[config.mk]
export PLATFORM = sky130hd
export DESIGN_NAME = spi_mul_stage
export DESIGN_NICKNAME = d
export VERILOG_FILES = /design/src/rtl/spi_pkg.sv /design/src/rtl/spi_mul_stage.sv
export SDC_FILE = /design/constraint.sdc
export NUM_CORES = 2
export LEC_CHECK = 0
export BUFFER_PORTS_ARGS = -buffer_cell sky130_fd_sc_hd__buf_2
export CAP_MARGIN = 20
export CORE_MARGIN = 4
export CORE_UTILIZATION = 54
export DETAILED_ROUTE_END_ITERATION = 8
export GPL_ROUTABILITY_DRIVEN = 0
export PLACE_DENSITY = 0.73
export SYNTH_ARGS = -nofsm -noshare
export SYNTH_HDL_FRONTEND = slang
export SYNTH_SLANG_ARGS = --single-unit
[constraint.sdc]
create_clock -name clk -period 9.5 [get_ports clk]
set_input_delay 1.425 -clock clk [delete_from_list [all_inputs] [get_ports clk]]
set_output_delay 1.425 -clock clk [all_outputs]
set_load 0.02 [all_outputs]
[src/rtl/spi_pkg.sv]
// Package: shared types, register indexes and helpers for the speed PI block.
`default_nettype none
package spi_pkg;

  localparam int unsigned GAIN_W   = 31;
  localparam int unsigned LIMIT_W  = 14;
  localparam int unsigned SPEED_W  = 31;
  localparam int unsigned ERR_W    = 32;
  localparam int unsigned MAG_W    = 31;
  localparam int unsigned PROD_W   = GAIN_W + MAG_W;
  localparam int unsigned Q15_SH   = 15;
  localparam int unsigned TERM_W   = 18;
  localparam int unsigned STATE_W  = 15;
  localparam int unsigned CFG_AW   = 2;
  localparam int unsigned IN_DW    = 64;
  localparam int unsigned OUT_DW   = 64;

  localparam logic [CFG_AW-1:0] CFG_PROP_GAIN  = 2'd0;
  localparam logic [CFG_AW-1:0] CFG_INTEG_GAIN = 2'd1;
  localparam logic [CFG_AW-1:0] CFG_LIMIT      = 2'd2;

  localparam logic [LIMIT_W-1:0] LIMIT_RESET = 14'd10000;
  localparam logic [PROD_W:0]    ROUND_HALF  = 63'd16384;

  typedef enum logic {
    CMD_UPDATE = 1'b0,
    CMD_CLEAR  = 1'b1
  } cmd_t;

  // error stage word
  typedef struct packed {
    cmd_t                    cmd;
    logic                    neg;
    logic [MAG_W-1:0]        mag;
    logic signed [ERR_W-1:0] err;
  } err_word_t;

  // raw product word
  typedef struct packed {
    cmd_t                    cmd;
    logic                    neg;
    logic signed [ERR_W-1:0] err;
    logic [PROD_W-1:0]       p_prod;
    logic [PROD_W-1:0]       i_prod;
  } prod_word_t;

  // rounded, saturated term magnitudes
  typedef struct packed {
    cmd_t                    cmd;
    logic                    neg;
    logic signed [ERR_W-1:0] err;
    logic [TERM_W-1:0]       p_mag;
    logic [TERM_W-1:0]       i_mag;
  } term_word_t;

  typedef struct packed {
    logic [1:0]                pad;
    logic signed [STATE_W-1:0] drive_command;
    logic signed [STATE_W-1:0] integrator_value;
    logic signed [ERR_W-1:0]   speed_error;
  } result_t;

  // Round half away from zero on a magnitude, then saturate at 2^17.
  // Any term that large is beyond every limit, so the sign alone decides.
  function automatic logic [TERM_W-1:0] round_sat(input logic [PROD_W-1:0] prod);
    logic [PROD_W:0]          sum;
    logic [PROD_W-Q15_SH:0]   q;
    sum = {1'b0, prod} + ROUND_HALF;
    q   = sum[PROD_W:Q15_SH];
    if (|q[PROD_W-Q15_SH:TERM_W-1]) begin
      round_sat = {1'b1, {(TERM_W-1){1'b0}}};
    end else begin
      round_sat = q[TERM_W-1:0];
    end
  endfunction

endpackage
`default_nettype wire

[src/rtl/spi_mul_stage.sv]
// Multiply stage: gain products, then Q15 rounding and saturation.
`default_nettype none
module spi_mul_stage (
  input  wire logic                        clk,
  input  wire logic                        rst_n,
  input  wire logic [spi_pkg::GAIN_W-1:0]  prop_gain_i,
  input  wire logic [spi_pkg::GAIN_W-1:0]  integ_gain_i,
  input  wire logic                        valid_i,
  output logic                             ready_o,
  input  wire spi_pkg::err_word_t          word_i,
  output logic                             valid_o,
  input  wire logic                        ready_i,
  output spi_pkg::term_word_t              word_o
);

  logic                valid_a_r, valid_b_r;
  logic                ready_a, ready_b;
  spi_pkg::prod_word_t prod_r, prod_nxt;
  spi_pkg::term_word_t term_r, term_nxt;

  assign ready_b = !valid_b_r || ready_i;
  assign ready_a = !valid_a_r || ready_b;
  assign ready_o = ready_a;

  always_comb begin
    prod_nxt.cmd    = word_i.cmd;
    prod_nxt.neg    = word_i.neg;
    prod_nxt.err    = word_i.err;
    prod_nxt.p_prod = spi_pkg::PROD_W'(prop_gain_i) * spi_pkg::PROD_W'(word_i.mag);
    prod_nxt.i_prod = spi_pkg::PROD_W'(integ_gain_i) * spi_pkg::PROD_W'(word_i.mag);
  end

  always_comb begin
    term_nxt.cmd   = prod_r.cmd;
    term_nxt.neg   = prod_r.neg;
    term_nxt.err   = prod_r.err;
    term_nxt.p_mag = spi_pkg::round_sat(prod_r.p_prod);
    term_nxt.i_mag = spi_pkg::round_sat(prod_r.i_prod);
  end

  always_ff @(posedge clk) begin
    if (!rst_n) begin
      valid_a_r <= 1'b0;
      valid_b_r <= 1'b0;
    end else begin
      if (ready_a) begin
        valid_a_r <= valid_i;
      end
      if (ready_b) begin
        valid_b_r <= valid_a_r;
      end
    end
  end

  always_ff @(posedge clk) begin
    if (ready_a && valid_i) begin
      prod_r <= prod_nxt;
    end
    if (ready_b && valid_a_r) begin
      term_r <= term_nxt;
    end
  end

  assign valid_o = valid_b_r;
  assign word_o  = term_r;

endmodule
`default_nettype wire

==> summary.md <==
| Metric | Value |
|---|---|
| DRC Markers | `0` |
| TritonCTS Sinks | `202` |
| Number of synthesized register bits | `202` |
| Syn Area/Cell | `9.47 sq um` |
| Slew @ Worst Pin | `0.869 ns` |
| Largest fanout on the critical path | `17` |
| Overflow after GRT | `0` |
| Slew Limit Fails | `0` |
| Layout Nets | `9581` |
| Vias per cell | `5.51` |
| Vias in the first global route | `54.7k` |
| Hold-fix buffers at CTS | `0` |
| CTS max path bufs | `3` |
| Starting density of the core | `0.543` |
| Area delta synth->final | `5.39%` |
| Post-synth cell types | `61` |
| Synth Instances | `7315` |
| Site Rows | `131` |
| Crit-path slowest cell | `fa_1` |
| Post-route cell area | `73000 sq um` |
| Input/output buffers | `202` |
| Worst hold path type | `flip-flop to flip-flop` |
| Iter 0 DRT Violations | `3481` |
| Crit path DAT | `9.31 ns` |
| Post-synth ARST share | `0` |
| Status | `completed` |
| Min-delay src | `prod_r[126]` |
| Largest net degree at the start of global routing | `63` |
| Die ar. | `134000 sq um` |
| RR Startpoint | `prod_r[87]` |
| First-pass GRT wire length | `288000 um` |
| CTS buffer count | `22` |
| H-tree depth | `1` |
| CTS tree | `done` |
| Die Y | `366 um` |
| Critical Path RT | `9.82 ns` |
| Slew HR | `0.421` |
| Initial antenna violation count | `8` |
| Routed vias | `49.4k` |
| Routed length per instance | `19.4 um` |
| Final hold violations | `0` |
| Total negative slack | `0 ns` |
| Family with the most delay on the worst path | `adder cells` |
| Worst setup path class | `input pin to flip-flop` |
| Placed cell areas | `72200 sq um` |
| Total Routed Length | `173000 um` |
| Total track usage | `0.269` |
| Remaining antenna violation count after routing | `0` |
| RSZ-0062 raised after global routing | `false` |
| Max Cap Viol | `0` |
| Placed cell count | `8908` |
| Clk_lat worst skew | `0.59 ns` |
| Ys Warns | `0` |
| FILL cells | `11.0k` |
| IO Pins | `203` |
| Final period util | `0.946` |
| Crit path launch | `word_i[37]` |
| Finished Layout Cells | `8957` |
| Startpoint Class | `input pin` |
| Die X | `366 um` |
| Critical Path Max Stage Delay | `0.52 ns` |
| Final min period | `8.99 ns` |
| Area of the core | `128000 sq um` |
| HPWL after detailed placement | `144000 um` |
| Post-synth EDFFs | `200` |
| Post-Syn Nets | `9624` |
| Post-CTS setup buffers | `0` |
| Worst Skew | `0.0337 ns` |
| Fraction of layout cells with a size suffix above 1 | `0.0587` |
| F_max | `111 MHz` |
| Final setup viols | `0` |
| Root Driver | `clkbuf_16` |
| Post-Syn Area | `69300 sq um` |
| Pre-antenna DRT Iters | `6` |
| Buf/Inv on CP | `7` |
| Clk slew on worst S/H paths | `0.06 ns` |
| Top cell by count, worst path | `fa_1` |
| Critical Path End Type | `flip-flop` |
| Post-CTS Resized | `0` |
| Most used flip-flop cell after synthesis | `edfxtp_1` |
| Sequential fraction of the synthesis area | `0.0872` |
[path summary, 6_finish.rpt]
check                             endpoint  slack, ns  cells after the start
worst max-delay path            prod_r[61]       0.51                     27
worst min register to register  word_o[38]       0.42                      0
worst max register to register  word_o[23]       5.35                     11
worst min-delay path            word_o[38]       0.42                      0
[flip-flops by register name, indices dropped and copies added (netlist names)]
signal,count
prod_r,130
word_o,70
valid_o,1
valid_a_r,1
[cells in the final DEF (no fill, tap or decap), drive strengths merged, types with 27 or more instances in the layout]
master / synthesis / layout
a21oi: 125 / 125
a21o: 72 / 72
xnor2: 100 / 100
clkbuf: 433 / 27
nor2: 104 / 104
nand2: 1021 / 1021
ha: 506 / 506
and2: 1012 / 1012
xor2: 60 / 60
nand3: 57 / 57
edfxtp: 200 / 200
fa: 1672 / 1672
nor3: 39 / 39
nand4: 59 / 59
o21ai: 64 / 64
inv: 1589 / 1590
buf: 6 / 372
[per-layer routing]
metal,up-vias,GRT usage,share of wire
met5,-,0,0.00016
met4,4,0.0983,0.040
met3,378,0.0328,0.063
met2,1833,0.470,0.51
met1,25709,0.344,0.39
li1,21430,-,-
[area by class of cell]
class	count	area (sq um)	share of cell area
sequential	202	6050	0.0828
clock buffer	27	569	0.00780
timing repair buffer	372	2550	0.0349
multi-input combinational	5085	55600	0.762
tap	1662	2080	0.0285
inverter	1589	5960	0.0817
antenna	7	17.5	0.000240
clock inverter	13	179	0.00245
[kinds of logic (layout without fill, tap and decap cells)]
kind of cell	count (synthesis)	after routing	synth area share
AO/OA/AOI/OAI	371	371	0.0339
XOR/XNOR	160	160	0.0202
adder cells (fa/ha/maj)	2178	2178	0.574
buffers and inverters	2028	2001	0.110
flip-flops	202	202	0.0872
multiplexers	2	2	0.000307
other	0	7	0
AND/OR/NAND/NOR	2374	2374	0.174
[cell usage after synthesis (11+ instances only)]
cell      count  area (sq um)
a21o_1       72           541
a21oi_1     125           626
a31oi_1      14          87.6
and2_1     1012          6330
and3_1       20           125
and4_1       14           123
clkbuf_1    433          1630
edfxtp_1    200          6010
fa_1       1672         33500
ha_1        506          6330
inv_1      1589          5960
nand2_1    1021          3830
nand3_1      57           285
nand4_1      58           363
nor2_1       95           357
nor2b_1      14          87.6
nor3_1       39           195
o21ai_0      64           320
o21bai_1     20           150
o31ai_1      11          82.6
xnor2_1     100           876
xor2_1       60           526
[metrics by stage]
step / worst slack [ns] / utilization / hold slack (ns)
5_1_grt: 0.0967 / 0.573 / 0.421
6_report: 0.509 / 0.573 / 0.417
3_5_place_dp: 0.0223 / 0.566 / 0.405
4_1_cts: 0.636 / 0.572 / 0.418
3_3_place_gp: 0.170 / 0.566 / 0.400
2_1_floorplan: 0.983 / - / 0.400
Power is not shown: default switching activity piles up to over one toggle a cycle in this logic, so the estimate is an artifact.
