===== src/rtl/spi_pkg.sv =====
// Package: shared types, register indexes and helpers for the speed PI block.
`default_nettype none
package spi_pkg;

  localparam int unsigned GAIN_W   = 31;
  localparam int unsigned LIMIT_W  = 14;
  localparam int unsigned SPEED_W  = 31;
  localparam int unsigned ERR_W    = 32;
  localparam int unsigned MAG_W    = 31;
  localparam int unsigned PROD_W   = GAIN_W + MAG_W;
  localparam int unsigned Q15_SH   = 15;
  localparam int unsigned TERM_W   = 18;
  localparam int unsigned STATE_W  = 15;
  localparam int unsigned CFG_AW   = 2;
  localparam int unsigned IN_DW    = 64;
  localparam int unsigned OUT_DW   = 64;

  localparam logic [CFG_AW-1:0] CFG_PROP_GAIN  = 2'd0;
  localparam logic [CFG_AW-1:0] CFG_INTEG_GAIN = 2'd1;
  localparam logic [CFG_AW-1:0] CFG_LIMIT      = 2'd2;

  localparam logic [LIMIT_W-1:0] LIMIT_RESET = 14'd10000;
  localparam logic [PROD_W:0]    ROUND_HALF  = 63'd16384;

  typedef enum logic {
    CMD_UPDATE = 1'b0,
    CMD_CLEAR  = 1'b1
  } cmd_t;

  // error stage word
  typedef struct packed {
    cmd_t                    cmd;
    logic                    neg;
    logic [MAG_W-1:0]        mag;
    logic signed [ERR_W-1:0] err;
  } err_word_t;

  // raw product word
  typedef struct packed {
    cmd_t                    cmd;
    logic                    neg;
    logic signed [ERR_W-1:0] err;
    logic [PROD_W-1:0]       p_prod;
    logic [PROD_W-1:0]       i_prod;
  } prod_word_t;

  // rounded, saturated term magnitudes
  typedef struct packed {
    cmd_t                    cmd;
    logic                    neg;
    logic signed [ERR_W-1:0] err;
    logic [TERM_W-1:0]       p_mag;
    logic [TERM_W-1:0]       i_mag;
  } term_word_t;

  typedef struct packed {
    logic [1:0]                pad;
    logic signed [STATE_W-1:0] drive_command;
    logic signed [STATE_W-1:0] integrator_value;
    logic signed [ERR_W-1:0]   speed_error;
  } result_t;

  // Round half away from zero on a magnitude, then saturate at 2^17.
  // Any term that large is beyond every limit, so the sign alone decides.
  function automatic logic [TERM_W-1:0] round_sat(input logic [PROD_W-1:0] prod);
    logic [PROD_W:0]          sum;
    logic [PROD_W-Q15_SH:0]   q;
    sum = {1'b0, prod} + ROUND_HALF;
    q   = sum[PROD_W:Q15_SH];
    if (|q[PROD_W-Q15_SH:TERM_W-1]) begin
      round_sat = {1'b1, {(TERM_W-1){1'b0}}};
    end else begin
      round_sat = q[TERM_W-1:0];
    end
  endfunction

endpackage
`default_nettype wire


===== src/rtl/spi_acc_stage.sv =====
// Integrator stage: conditional integration, clamping and result register.
`default_nettype none
module spi_acc_stage (
  input  wire logic                        clk,
  input  wire logic                        rst_n,
  input  wire logic [spi_pkg::LIMIT_W-1:0] limit_i,
  input  wire logic                        valid_i,
  output logic                             ready_o,
  input  wire spi_pkg::term_word_t         word_i,
  output logic                             valid_o,
  input  wire logic                        ready_i,
  output spi_pkg::result_t                 result_o
);

  localparam int unsigned SW = spi_pkg::TERM_W + 1;
  localparam int unsigned CW = SW + 1;
  localparam int unsigned OW = CW + 1;

  logic                                valid_r;
  logic signed [spi_pkg::STATE_W-1:0]  integ_r, integ_nxt;
  spi_pkg::result_t                    result_r, result_nxt;

  logic signed [SW-1:0] p_s, i_s;
  logic signed [CW-1:0] cand, cand_sel, integ_x, lim_c;
  logic signed [OW-1:0] outv, outv_sel, lim_o;
  logic                 pos, hold;
  logic signed [CW-1:0] integ_clamp;
  logic signed [OW-1:0] out_clamp;

  assign ready_o = !valid_r || ready_i;

  always_comb begin
    p_s      = word_i.neg ? -$signed({1'b0, word_i.p_mag}) : $signed({1'b0, word_i.p_mag});
    i_s      = word_i.neg ? -$signed({1'b0, word_i.i_mag}) : $signed({1'b0, word_i.i_mag});
    integ_x  = CW'(integ_r);
    lim_c    = $signed(CW'(limit_i));
    lim_o    = $signed(OW'(limit_i));
    cand     = integ_x + CW'(i_s);
    outv     = OW'(p_s) + OW'(cand);
    pos      = !word_i.neg && (word_i.err != '0);
    hold     = (pos && (outv > lim_o)) || (word_i.neg && (outv < -lim_o));
    cand_sel = hold ? integ_x : cand;
    outv_sel = OW'(p_s) + OW'(cand_sel);

    if (cand_sel > lim_c) begin
      integ_clamp = lim_c;
    end else if (cand_sel < -lim_c) begin
      integ_clamp = -lim_c;
    end else begin
      integ_clamp = cand_sel;
    end

    if (outv_sel > lim_o) begin
      out_clamp = lim_o;
    end else if (outv_sel < -lim_o) begin
      out_clamp = -lim_o;
    end else begin
      out_clamp = outv_sel;
    end

    result_nxt.pad = '0;
    if (word_i.cmd == spi_pkg::CMD_CLEAR) begin
      integ_nxt                   = '0;
      result_nxt.speed_error      = '0;
      result_nxt.integrator_value = '0;
      result_nxt.drive_command    = '0;
    end else begin
      integ_nxt                   = integ_clamp[spi_pkg::STATE_W-1:0];
      result_nxt.speed_error      = word_i.err;
      result_nxt.integrator_value = integ_clamp[spi_pkg::STATE_W-1:0];
      result_nxt.drive_command    = out_clamp[spi_pkg::STATE_W-1:0];
    end
  end

  always_ff @(posedge clk) begin
    if (!rst_n) begin
      valid_r <= 1'b0;
      integ_r <= '0;
    end else if (ready_o) begin
      valid_r <= valid_i;
      if (valid_i) begin
        integ_r <= integ_nxt;
      end
    end
  end

  always_ff @(posedge clk) begin
    if (ready_o && valid_i) begin
      result_r <= result_nxt;
    end
  end

  assign valid_o  = valid_r;
  assign result_o = result_r;

endmodule
`default_nettype wire


===== config.mk =====
export PLATFORM = sky130hd
export DESIGN_NAME = spi_acc_stage
export DESIGN_NICKNAME = d
export VERILOG_FILES = /design/src/rtl/spi_pkg.sv /design/src/rtl/spi_acc_stage.sv
export SDC_FILE = /design/constraint.sdc
export NUM_CORES = 1
export LEC_CHECK = 0
export ABC_AREA = 0
export BUFFER_PORTS_ARGS = -buffer_cell sky130_fd_sc_hd__buf_4
export CORE_MARGIN = 4
export CORE_UTILIZATION = 55
export CTS_CLUSTER_SIZE = 40
export DETAILED_ROUTE_END_ITERATION = 7
export HOLD_SLACK_MARGIN = 0.12
export PLACE_DENSITY = 0.85
export SLEW_MARGIN = 10
export SYNTH_ARGS = -nofsm -noshare
export SYNTH_HDL_FRONTEND = slang
export SYNTH_SLANG_ARGS = --single-unit

===== constraint.sdc =====
create_clock -name clk -period 18.35 [get_ports clk]
set_clock_uncertainty 0.15 [all_clocks]
set_input_delay 2.7525 -clock clk [delete_from_list [all_inputs] [get_ports clk]]
set_output_delay 2.7525 -clock clk [all_outputs]
set_load 0.05 [all_outputs]

==> flow_metrics.py <==
metrics = {
    "grt": {
        "overflow": 0,
        "grt_max_degree": 65,
        "grt_usage_pct": 30.36,
        "antenna_found_initial": 0,
        "grt_pass1_vias": 9379,
        "grt_first_pass_wirelength_um": 49420,
    },
    "timing": {
        "worst_slack_ns": 3.802,
        "min_period_ns": 14.55,
        "worst_slew_pin_slew_ns": 0.9122,
        "tns_ns": 0,
        "hold_violations": 0,
        "max_freq_mhz": 68.74,
        "timing.final.crit_share_pct": 79.28,
        "drv_slew": 0,
        "relSlewSlack_pct": 39.18,
        "finalSetupViolCount": 0,
        "rsz0062_at_grt": "false",
    },
    "power_and_ir_drop": {
        "power.density_mw_per_mm2": 208.7,
        "seqPwrFrac_pct": 11.1,
        "combPwrFrac_pct": 81.6,
        "leakage_nw": 5.141,
        "power_frac_clock_pct": 7.3,
        "sw_frac_of_total_pct": 54.71,
        "vdd_drop_max_uv": 120.0,
        "finalPower_mw": 2.442,
        "switchingPower_mw": 1.336,
        "p_int_mw": 1.106,
    },
    "floorplanning": {
        "die_w_um": 143.7,
        "core_region_area_mm2": 0.01802,
        "dieArea_mm2": 0.02066,
        "design.portCount": 154,
        "die_h_um": 143.7,
        "initial_core_util_pct": 56.22,
        "rows": 49,
    },
    "worst_setup_path": {
        "cp.depth": 49,
        "crit_top_cell": "o21ai_0",
        "cp_max_fo": 17,
        "reg2reg_depth": 43,
        "required_ns": 18.25,
        "critical_path_class": "in2reg",
        "r2r_start": "integ_r[0]",
        "worst_path_max_delay_cell": "a2111oi_0",
        "crit_path_start": "word_i[0]",
        "critPathBufInv": 3,
        "arrival_ns": 14.45,
        "max_stage_delay_ns": 0.57,
        "r2r-end": "result_o[52]",
        "endpoint_kind": "flip-flop",
        "crit_family": "compound AO/OA/AOI/OAI gates",
        "start_kind": "input port",
        "crit_end": "result_o[52]",
        "reg2reg_slack_ns": 7.02,
    },
    "route": {
        "drc": 0,
        "dr.pass1.iters": 8,
        "drt_wl_total_um": 32390,
        "wire_per_inst_um": 20.55,
        "drtIter0Drc": 737,
        "ant_nets": 0,
        "viasPerCell": 6.433,
        "vias": 10140,
    },
    "logic_synthesis": {
        "synth.area.top_cells": "ha_1, edfxtp_1, xnor2_1, a21oi_1, o21ai_0",
        "synth_top_area_cell": "ha_1",
        "synth_area_mm2": 0.01013,
        "avgSynthCellArea_um2": 8.382,
        "ys_seq_elements": 78,
        "yosys.area.top_type_share_pct": 20.00,
        "synth_edf_count": 62,
        "ys_seq_area_share_pct": 21.53,
        "synthFlopType": "edfxtp_1",
        "ys_types": 86,
        "syn_inst": 1209,
        "synth-async-reset-ratio_pct": 0,
        "ys.warnings.count": 0,
    },
    "clock_tree": {
        "cts-root-buf": "clkbuf_16",
        "cts.sinks": 78,
        "worstSkewPairLatency_ns": 0.34,
        "cts_made_buffers": 9,
        "h-tree-depth": 3,
        "post-cts-setup-buffer-count": 0,
        "postCtsHoldBufs": 0,
        "cts_tree": "yes",
        "cts_resized": 0,
        "clock_path_buffers": 2,
        "clk_pin_slew_worst_paths_ns": 0.07,
    },
    "status": {
        "status": "complete, no violations",
    },
    "placed_design": {
        "dpl_worst_slack_ns": 3.663,
        "portBuffers": 151,
        "dpl.hpwl_um": 26770,
        "place_congestion": 1.017,
    },
    "cells_and_area": {
        "diodes": 0,
        "n_fill_cell": 1500,
        "layout_common_cells": "ha_1, buf_4, nand2_1",
        "multi_input_area_mm2": 0.007546,
        "final_common_cell": "ha_1",
        "syn2layout_area_growth_pct": 15.47,
        "seqCellArea_mm2": 0.002182,
        "nNetsFinal": 1595,
        "drive_gt1_share_pct": 16.04,
    },
    "worst_hold_path": {
        "hp-class": "reg2reg",
    },
    "job": {
        "max_cap_viol_count": 0,
    },
}
==> synthesized netlist by cell type, drive strengths merged, types with 12 or more instances <==
master and number:
a211oi 29, a21o 20, a21oi 90, a31oi 13, and3 14, clkbuf 22, dfxtp 16, edfxtp 62
ha 162, inv 59, mux2 14, mux2i 12, nand2 96, nand2b 17, nand3 43, nor2 84
nor2b 44, nor3 31, nor4 14, o211ai 14, o21a 23, o21ai 84, o31ai 21, xnor2 72
xor2 18
==> sequential cells by signal, summed over array words and instances, names as in the netlist <==
register,flops
integ_r,15
result_o,62
valid_o,1
==> layout make-up <==
type / instances / share of cell area [%]
Tap cell: 229 / 2.449
Clock buffer: 10 / 1.957
Multi-Input combinational cell: 1038 / 64.49
Clock inverter: 6 / 0.5881
Sequential cell: 78 / 18.65
Timing Repair Buffer: 155 / 9.944
Inverter: 60 / 1.925
==> layer usage <==
| metal | share of wire, % | track usage (%) |
|---|---|---|
| met5 | 0 | 0 |
| met1 | 41 | 39.98 |
| met3 | 11 | 6.023 |
| met4 | 4.7 | 12.74 |
| met2 | 43 | 48.71 |
==> per-stage QoR <==
stage / instances / hold WS (ns) / instance area (um2) / util, %
floorplan: 1210 / 0.2934 / 10140 / -
global placement: 1560 / 0.3553 / 11400 / 63.27
detailed placement: 1560 / 0.3529 / 11400 / 63.27
CTS: 1576 / 0.3686 / 11700 / 64.92
global route: 1576 / 0.3939 / 11700 / 64.92
finish: 1576 / 0.3684 / 11700 / 64.92
==> power by group through the flow <==
| stage | combinational (mW) | clock (mW) | sequential, mW |
|---|---|---|---|
| after floorplan | 1.36 | 0 | 0.368 |
| after global placement | 1.90 | 0 | 0.271 |
| after detailed placement | 1.93 | 0 | 0.272 |
| after CTS | 1.94 | 0.179 | 0.269 |
| after global routing | 2.18 | 0.187 | 0.273 |
| final | 1.99 | 0.179 | 0.270 |
==> cell families (layout without fill, tap and decap cells) <==
logic type | Yosys count | count (layout) | synth area share (%)
other | 1 | 2 | 0.03701
multiplexers | 26 | 26 | 2.741
flip-flops | 78 | 78 | 21.53
adder cells (fa/ha/maj) | 166 | 166 | 20.69
AND/OR/NAND/NOR | 393 | 393 | 19.45
AO/OA/AOI/OAI | 361 | 361 | 23.73
buffers and inverters | 94 | 231 | 4.037
XOR/XNOR | 90 | 90 | 7.779
==> worst register-to-register path: cells and delay by family (launching register included) <==
kind | cells | cell delay [ns]
flops | 1 | 0.34
simple gates | 6 | 1.21
compound gates | 24 | 5.52
mux | 1 | 0.42
xor+xnor | 3 | 0.90
buf+inv | 1 | 0.07
fa+ha+maj | 8 | 2.42
==> how the worst min path moves through the flow <==
stage / start / endpoint / slack (ns) / depth (start not counted)
finish: integ_r[3] / integ_r[3] / 0.37 / 2
global route: integ_r[4] / integ_r[4] / 0.39 / 2
CTS: integ_r[3] / integ_r[3] / 0.37 / 2
detailed placement: integ_r[0] / integ_r[0] / 0.35 / 2
global placement: integ_r[3] / integ_r[3] / 0.36 / 2
floorplan: integ_r[3] / integ_r[3] / 0.29 / 2
(Power assumes the default switching activity.)
