===== src/rtl/spi_pkg.sv =====
// Package: shared types, register indexes and helpers for the speed PI block.
`default_nettype none
package spi_pkg;

  localparam int unsigned GAIN_W   = 31;
  localparam int unsigned LIMIT_W  = 14;
  localparam int unsigned SPEED_W  = 31;
  localparam int unsigned ERR_W    = 32;
  localparam int unsigned MAG_W    = 31;
  localparam int unsigned PROD_W   = GAIN_W + MAG_W;
  localparam int unsigned Q15_SH   = 15;
  localparam int unsigned TERM_W   = 18;
  localparam int unsigned STATE_W  = 15;
  localparam int unsigned CFG_AW   = 2;
  localparam int unsigned IN_DW    = 64;
  localparam int unsigned OUT_DW   = 64;

  localparam logic [CFG_AW-1:0] CFG_PROP_GAIN  = 2'd0;
  localparam logic [CFG_AW-1:0] CFG_INTEG_GAIN = 2'd1;
  localparam logic [CFG_AW-1:0] CFG_LIMIT      = 2'd2;

  localparam logic [LIMIT_W-1:0] LIMIT_RESET = 14'd10000;
  localparam logic [PROD_W:0]    ROUND_HALF  = 63'd16384;

  typedef enum logic {
    CMD_UPDATE = 1'b0,
    CMD_CLEAR  = 1'b1
  } cmd_t;

  // error stage word
  typedef struct packed {
    cmd_t                    cmd;
    logic                    neg;
    logic [MAG_W-1:0]        mag;
    logic signed [ERR_W-1:0] err;
  } err_word_t;

  // raw product word
  typedef struct packed {
    cmd_t                    cmd;
    logic                    neg;
    logic signed [ERR_W-1:0] err;
    logic [PROD_W-1:0]       p_prod;
    logic [PROD_W-1:0]       i_prod;
  } prod_word_t;

  // rounded, saturated term magnitudes
  typedef struct packed {
    cmd_t                    cmd;
    logic                    neg;
    logic signed [ERR_W-1:0] err;
    logic [TERM_W-1:0]       p_mag;
    logic [TERM_W-1:0]       i_mag;
  } term_word_t;

  typedef struct packed {
    logic [1:0]                pad;
    logic signed [STATE_W-1:0] drive_command;
    logic signed [STATE_W-1:0] integrator_value;
    logic signed [ERR_W-1:0]   speed_error;
  } result_t;

  // Round half away from zero on a magnitude, then saturate at 2^17.
  // Any term that large is beyond every limit, so the sign alone decides.
  function automatic logic [TERM_W-1:0] round_sat(input logic [PROD_W-1:0] prod);
    logic [PROD_W:0]          sum;
    logic [PROD_W-Q15_SH:0]   q;
    sum = {1'b0, prod} + ROUND_HALF;
    q   = sum[PROD_W:Q15_SH];
    if (|q[PROD_W-Q15_SH:TERM_W-1]) begin
      round_sat = {1'b1, {(TERM_W-1){1'b0}}};
    end else begin
      round_sat = q[TERM_W-1:0];
    end
  endfunction

endpackage
`default_nettype wire


===== src/rtl/spi_err_stage.sv =====
// Error stage: registers target minus measured, with its sign and magnitude.
`default_nettype none
module spi_err_stage (
  input  wire logic                        clk,
  input  wire logic                        rst_n,
  input  wire logic                        valid_i,
  output logic                             ready_o,
  input  wire spi_pkg::cmd_t               cmd_i,
  input  wire logic [spi_pkg::SPEED_W-1:0] target_i,
  input  wire logic [spi_pkg::SPEED_W-1:0] measured_i,
  output logic                             valid_o,
  input  wire logic                        ready_i,
  output spi_pkg::err_word_t               word_o
);

  logic               valid_r;
  spi_pkg::err_word_t word_r, word_nxt;
  logic signed [spi_pkg::ERR_W-1:0] err;
  logic        [spi_pkg::ERR_W-1:0] neg_err;

  assign ready_o = !valid_r || ready_i;

  always_comb begin
    err      = spi_pkg::ERR_W'($signed(target_i)) - spi_pkg::ERR_W'($signed(measured_i));
    neg_err  = -err;
    word_nxt.cmd = cmd_i;
    word_nxt.err = err;
    word_nxt.neg = err[spi_pkg::ERR_W-1];
    word_nxt.mag = err[spi_pkg::ERR_W-1] ? neg_err[spi_pkg::MAG_W-1:0]
                                         : err[spi_pkg::MAG_W-1:0];
  end

  always_ff @(posedge clk) begin
    if (!rst_n) begin
      valid_r <= 1'b0;
    end else if (ready_o) begin
      valid_r <= valid_i;
    end
  end

  always_ff @(posedge clk) begin
    if (ready_o && valid_i) begin
      word_r <= word_nxt;
    end
  end

  assign valid_o = valid_r;
  assign word_o  = word_r;

endmodule
`default_nettype wire


===== config.mk =====
export PLATFORM = sky130hd
export DESIGN_NAME = spi_err_stage
export DESIGN_NICKNAME = d
export VERILOG_FILES = /design/src/rtl/spi_pkg.sv /design/src/rtl/spi_err_stage.sv
export SDC_FILE = /design/constraint.sdc
export NUM_CORES = 1
export LEC_CHECK = 0
export BUFFER_PORTS_ARGS = -buffer_cell sky130_fd_sc_hd__buf_2
export CAP_MARGIN = 20
export CELL_PAD_IN_SITES_DETAIL_PLACEMENT = 0
export CELL_PAD_IN_SITES_GLOBAL_PLACEMENT = 1
export CORE_ASPECT_RATIO = 2
export CORE_MARGIN = 1.5
export CORE_UTILIZATION = 37
export CTS_BUF_LIST = sky130_fd_sc_hd__clkbuf_16
export CTS_CLUSTER_DIAMETER = 80
export CTS_CLUSTER_SIZE = 25
export DETAILED_ROUTE_END_ITERATION = 6
export PLACE_DENSITY_LB_ADDON = 0.1
export SLEW_MARGIN = 5
export SYNTH_ARGS = -nofsm -noshare
export SYNTH_HDL_FRONTEND = slang
export SYNTH_SLANG_ARGS = --single-unit

===== constraint.sdc =====
create_clock -name clk -period 3 [get_ports clk]
set_input_delay 0.3 -clock clk [delete_from_list [all_inputs] [get_ports clk]]
set_output_delay 0.3 -clock clk [all_outputs]
set_load 0.005 [all_outputs]

==> results of run 1 <==
-- synth_stat cells (3+ instances only) --
master	n
o21ai_0	21
nand3_1	7
a211oi_1	6
o2111ai_1	6
buf_2	13
nor2b_1	5
and3_1	8
or3_1	5
o21a_1	7
xnor2_1	20
nor2_1	37
o21ai_1	6
a21oi_1	48
nand2_1	36
nor4_1	5
nand2b_1	5
nor4b_1	3
inv_1	47
ha_1	32
clkbuf_1	14
and2_1	8
o2111a_1	3
o211ai_1	4
xor2_1	24
a31oi_1	14
nor3_1	11
a21o_1	14
edfxtp_1	63
and4_1	4
o31a_1	4
-- power by group through the flow --
stage | Combinational (mW) | Clock, mW | Sequential (mW)
final | 1.55 | 1.19 | 1.23
after global routing | 1.69 | 1.24 | 1.24
after CTS | 1.52 | 1.21 | 1.23
after detailed placement | 1.50 | 0 | 1.24
after global placement | 1.49 | 0 | 1.24
after floorplan | 0.729 | 0 | 1.26
-- cells by family (layout without fill, tap and decap cells) --
| group | after synthesis | after routing | share of synthesized area (%) |
|---|---|---|---|
| mux | 1 | 1 | 0.221 |
| flops | 64 | 64 | 37.5 |
| simple gates | 154 | 154 | 16.5 |
| compound gates | 169 | 169 | 23.1 |
| buf+inv | 80 | 355 | 6.64 |
| fa+ha+maj | 33 | 33 | 8.24 |
| xor+xnor | 45 | 45 | 7.87 |
-- final cells by class --
cell class / instances / area, µm² / area share (%)
Clock buffer: 9 / 225 / 2.94
Clock inverter: 7 / 118 / 1.53
Inverter: 48 / 180 / 2.35
Multi-Input combinational cell: 402 / 3150 / 41.1
Sequential cell: 64 / 1910 / 24.9
Tap cell: 155 / 194 / 2.53
Timing Repair Buffer: 291 / 1890 / 24.7
-- through the flow --
step | hold slack [ps] | cells | setup slack (ps) | instance area, µm²
final | 151 | 976 | 80.7 | 7670
after CTS | 142 | 974 | 6.66 | 7500
after floorplan | 399 | 546 | 0.558 | 5190
after detailed placement | 479 | 958 | -458 | 7100
after global routing | 148 | 976 | -63.8 | 7670
after global placement | 477 | 958 | -436 | 7100
-- timing repair --
item                       4_1_cts  5_1_grt
resized for setup                9       34
setup endpoints to repair        9       19
pin swaps                        5        4
buffers inserted                 0        2
hold buffers                     0        0
cloned                           0        0
-- worst min path at each step --
stage / startpoint / endpoint / cells after the start / slack, ps
floorplan: cmd_i / word_o[64]$_DFFE_PP_ / 0 / 400
global placement: cmd_i / word_o[64]$_DFFE_PP_ / 1 / 480
detailed placement: cmd_i / word_o[64]$_DFFE_PP_ / 1 / 480
CTS: cmd_i / word_o[64]$_DFFE_PP_ / 1 / 140
global route: cmd_i / word_o[64]$_DFFE_PP_ / 1 / 150
finish: cmd_i / word_o[64]$_DFFE_PP_ / 1 / 150
-- sequential cells by signal (all words and copies together), names as in the netlist --
signal / cells
valid_o: 1
word_o: 63
-- metal layers --
metal / up-vias / wire [µm]
met3: 36 / 447
li1: 2556 / -
met2: 150 / 10500
met5: - / 0
met1: 2451 / 5410
met4: 0 / 717
==> flow_summary.yaml, run 1 <==
logic_synthesis:
  synth_cell_types: 80
  synth_top_cell_area_share_pct: 37.1
  syn-cell-area_um2: 5100
  synth_edf_count: 63
  ys_top_cells_by_area: "edfxtp_1 (37%), ha_1 (7.8%), a21oi_1 (4.7%)"
  synth_flop_cell: "edfxtp_1"
  ys_warn_count: 0
  syn-num-nets: 646
  synth.avg_cell_area_um2: 9.35
  synth_seq_cells: 64
  yosysSeqAreaShare_pct: 37.5
  netlist_instances: 546
  async_reset_ff_share_pct: 0
  synth_top_area_cell: "edfxtp_1"
pwr:
  p_leak_nw: 3.52
  power_frac_comb_pct: 39.0
  clockPowerShare_pct: 30.1
  p_sw_share_pct: 30.5
  switchingPower_mw: 1.21
  ir_worst_vdd_mv: 0.319
  p_int_mw: 2.76
  finalPower_mw: 3.97
  p_per_area_nw_per_um2: 517
  seqPwrFrac_pct: 30.9
critical_path:
  critPathLaunchType: "input port"
  crit_buf_inv: 3
  cp_cell_sequence: "buf_2, inv_1, ha_4, a21o_1, a21o_1, buf_4, o31a_1, nor2_1, xnor2_1, or4b_4, nor4_4, a41oi_2, xor2_1"
  arrival_ps: 2980
  worst-setup-path-type: "input port to flop"
  crit_family: "compound AO/OA/AOI/OAI gates"
  slowest_stage: "or4b_4"
  crit_required_ps: 3060
  reg2reg_from: "valid_o$_SDFFE_PN0N_"
  worstRegToRegCells: 3
  max_stage_delay_ps: 570
  crit_path_end: "word_o[62]$_DFFE_PP_"
  reg2reg_slack_ps: 1390
  startpoint: "measured_i[3]"
  crit_path_frequent_cell: "a21o_1"
  cp.depth: 13
  end_kind: "flop"
  worstReg2RegEnd: "word_o[19]$_DFFE_PP_"
  worst-path-max-fanout: 4
cells_and_area:
  layout_common_cells: "buf_4 (154), buf_2 (133), edfxtp_1 (63)"
  diodes: 0
  fill_cells: 1266
  layout-drive-gt1-share_pct: 45.6
  areaGrowthSynthToFinish_pct: 50.3
  nNetsFinal: 916
  final_util_pct: 57.1
  final_common_cell: "buf_4"
timing:
  slew_viol_final: 0
  clock.fmax_mhz: 343
  rsz0062_at_grt: "true"
  max_slew_margin_pct: 55.7
  finalHoldViolations: 0
  setup-tns-final_ps: 0
  skew_ps: 4.37
  timing.final.crit_share_pct: 97.3
  finalSetupViolCount: 0
  period_needed_ps: 2920
  worst_pin_slew_ps: 664
worst_hold_path:
  min_path_type: "input port to flop"
grt:
  grt-ovfl-total: 0
  antenna_found_initial: 0
  use_met3_pct: 2.73
  use_met1_pct: 20.3
  grt.met2_usage_pct: 51.3
  top_usage_layer: "met2"
  grtUsageTotal_pct: 23.7
  grt_pass1_vias: 5390
  grt_pass1_wl_mm: 26.3
  grt_max_degree: 36
cts:
  cts.sinks: 64
  cts_buffers: 9
  worstSkewPairLatency_ps: 320
  cts_root_buf: "clkbuf_16"
  cts_tree: "done"
  cts_buffer_depth: 2
  clk_pin_slew_worst_paths_ps: 60
  htree_levels: 3
floorplan:
  fp.dieW_um: 86.0
  fp.coreArea_um2: 13400
  die-area_um2: 14500
  placement_rows: 60
  start_util_pct: 38.0
  ios: 134
  die_y_um: 169
place:
  portBuffers: 133
  place.gp.congestion: 0.849
  detailed_place_hpwl_mm: 14.3
run:
  drv_cap: 0
route:
  num_vias: 5193
  drt-initial-drc-count: 139
  drt_pass1_iterations: 5
  detail_route.wl_per_cell_um: 17.4
  ant_nets: 0
  drcViolationCount: 0
  via_per_inst: 5.32
  routed_wl_mm: 17.0
status:
  status: "complete, no violations"
No activity file was read; power rests on OpenSTA's default activity.
==> run 2, diff against run 1 <==
REMOVE_ABC_BUFFERS = 1   (was default)
==> flow_summary.yaml, run 2 (synthesized netlist as in run 1, its figures left out) <==
floorplan:
  die-area_um2: 14500
  fp.dieW_um: 86.0
  start_util_pct: 38.0
  die_y_um: 169
  fp.coreArea_um2: 13400
  ios: 134
  placement_rows: 60
pwr:
  seqPwrFrac_pct: 33.2
  ir_worst_vdd_mv: 0.408
  p_per_area_nw_per_um2: 496
  finalPower_mw: 3.69
  clockPowerShare_pct: 25.5
  p_leak_nw: 3.42
  p_sw_share_pct: 33.0
  switchingPower_mw: 1.22
  p_int_mw: 2.48
  power_frac_comb_pct: 41.3
timing:
  finalHoldViolations: 0
  finalSetupViolCount: 0
  clock.fmax_mhz: 341
  skew_ps: 4.43
  max_slew_margin_pct: 52.5
  worst_pin_slew_ps: 704
  timing.final.crit_share_pct: 97.9
  setup-tns-final_ps: 0
  period_needed_ps: 2940
  slew_viol_final: 0
  fin_ws_ps: 63.3
  fin_hold_ws_ps: 146
status:
  status: "complete, no violations"
grt:
  grt_max_degree: 36
  antenna_found_initial: 0
  use_met3_pct: 2.15
  grt_pass1_vias: 5389
  use_met1_pct: 19.7
  grt-ovfl-total: 0
  top_usage_layer: "met2"
  grtUsageTotal_pct: 23.7
  grt_pass1_wl_mm: 26.2
  grt.met2_usage_pct: 50.5
critical_path:
  slowest_stage: "or4b_4"
  cp_cell_sequence: "buf_2, ha_1, a21o_1, a31o_4, a22o_2, or4b_4, and3_4, or2_4, nor3_4, a41oi_2, xor2_1"
  critPathLaunchType: "input port"
  crit_buf_inv: 1
  end_kind: "flop"
  crit_required_ps: 3070
  worst-setup-path-type: "input port to flop"
  worst-path-max-fanout: 6
  max_stage_delay_ps: 520
  arrival_ps: 3010
  crit_family: "simple AND/OR/NAND/NOR gates"
route:
  drt_pass1_iterations: 6
  drt-initial-drc-count: 204
  routed_wl_mm: 17.0
  ant_nets: 0
  detail_route.wl_per_cell_um: 17.7
  drcViolationCount: 0
  num_vias: 5200
  via_per_inst: 5.40
cts:
  cts_buffers: 9
  cts_tree: "done"
  htree_levels: 3
  worstSkewPairLatency_ps: 330
  clk_pin_slew_worst_paths_ps: 60
  cts_buffer_depth: 2
  cts.sinks: 64
  cts.hold.buffers_added: 0
  cts_root_buf: "clkbuf_16"
cells_and_area:
  final_common_cell: "buf_4"
  final_util_pct: 55.4
  nNetsFinal: 903
  layout_common_cells: "buf_4 (142), buf_2 (133), edfxtp_1 (63)"
  areaGrowthSynthToFinish_pct: 45.8
  final_area_um2: 7440
  fin_cells: 963
  diodes: 0
  fill_cells: 1289
  layout-drive-gt1-share_pct: 44.1
  largest_register_ffs: 63
run:
  drv_cap: 0
place:
  numPlacedInstances: 944
  place.gp.congestion: 0.941
  detailed_place_hpwl_mm: 14.2
  place_ws_ps: -432
  dpl_cell_area_um2: 6900
  portBuffers: 133
worst_hold_path:
  min_path_type: "input port to flop"
-- run 2: worst paths after layout --
| kind | to | cells after the start | slack, ps | from |
|---|---|---|---|---|
| max | word_o[62]$_DFFE_PP_ | 11 | 60 | target_i[8] |
| min | word_o[64]$_DFFE_PP_ | 1 | 150 | cmd_i |
| min reg2reg | valid_o$_SDFFE_PN0N_ | 2 | 540 | valid_o$_SDFFE_PN0N_ |
| max reg2reg | word_o[59]$_DFFE_PP_ | 3 | 1390 | valid_o$_SDFFE_PN0N_ |
-- run 2: per-layer routing --
metal  wire, µm  up-vias
met4        925        0
met5          0        -
met3        384       49
met2      10600      137
li1           -     2529
met1       5180     2485
-- run 2: timing repair --
item | in CTS | in global routing
pin swaps | 1 | 8
setup endpoints to repair | 9 | 19
gates resized for setup | 8 | 43
buffers inserted | 0 | 3
-- run 2: area by class of cell --
type	count	area, µm²	area share, %
Multi-Input combinational cell	402	3100	41.6
Sequential cell	64	1910	25.7
Timing Repair Buffer	278	1780	24.0
Clock buffer	9	225	3.03
Tap cell	155	194	2.61
Inverter	48	180	2.42
Clock inverter	7	48.8	0.656
-- run 2: power groups by stage --
stage	clock network (mW)	registers (mW)	logic, mW
after floorplan	0	1.26	0.685
after global placement	0	1.24	1.43
after detailed placement	0	1.24	1.45
after CTS	0.955	1.23	1.47
after global routing	0.994	1.24	1.66
final	0.942	1.22	1.53
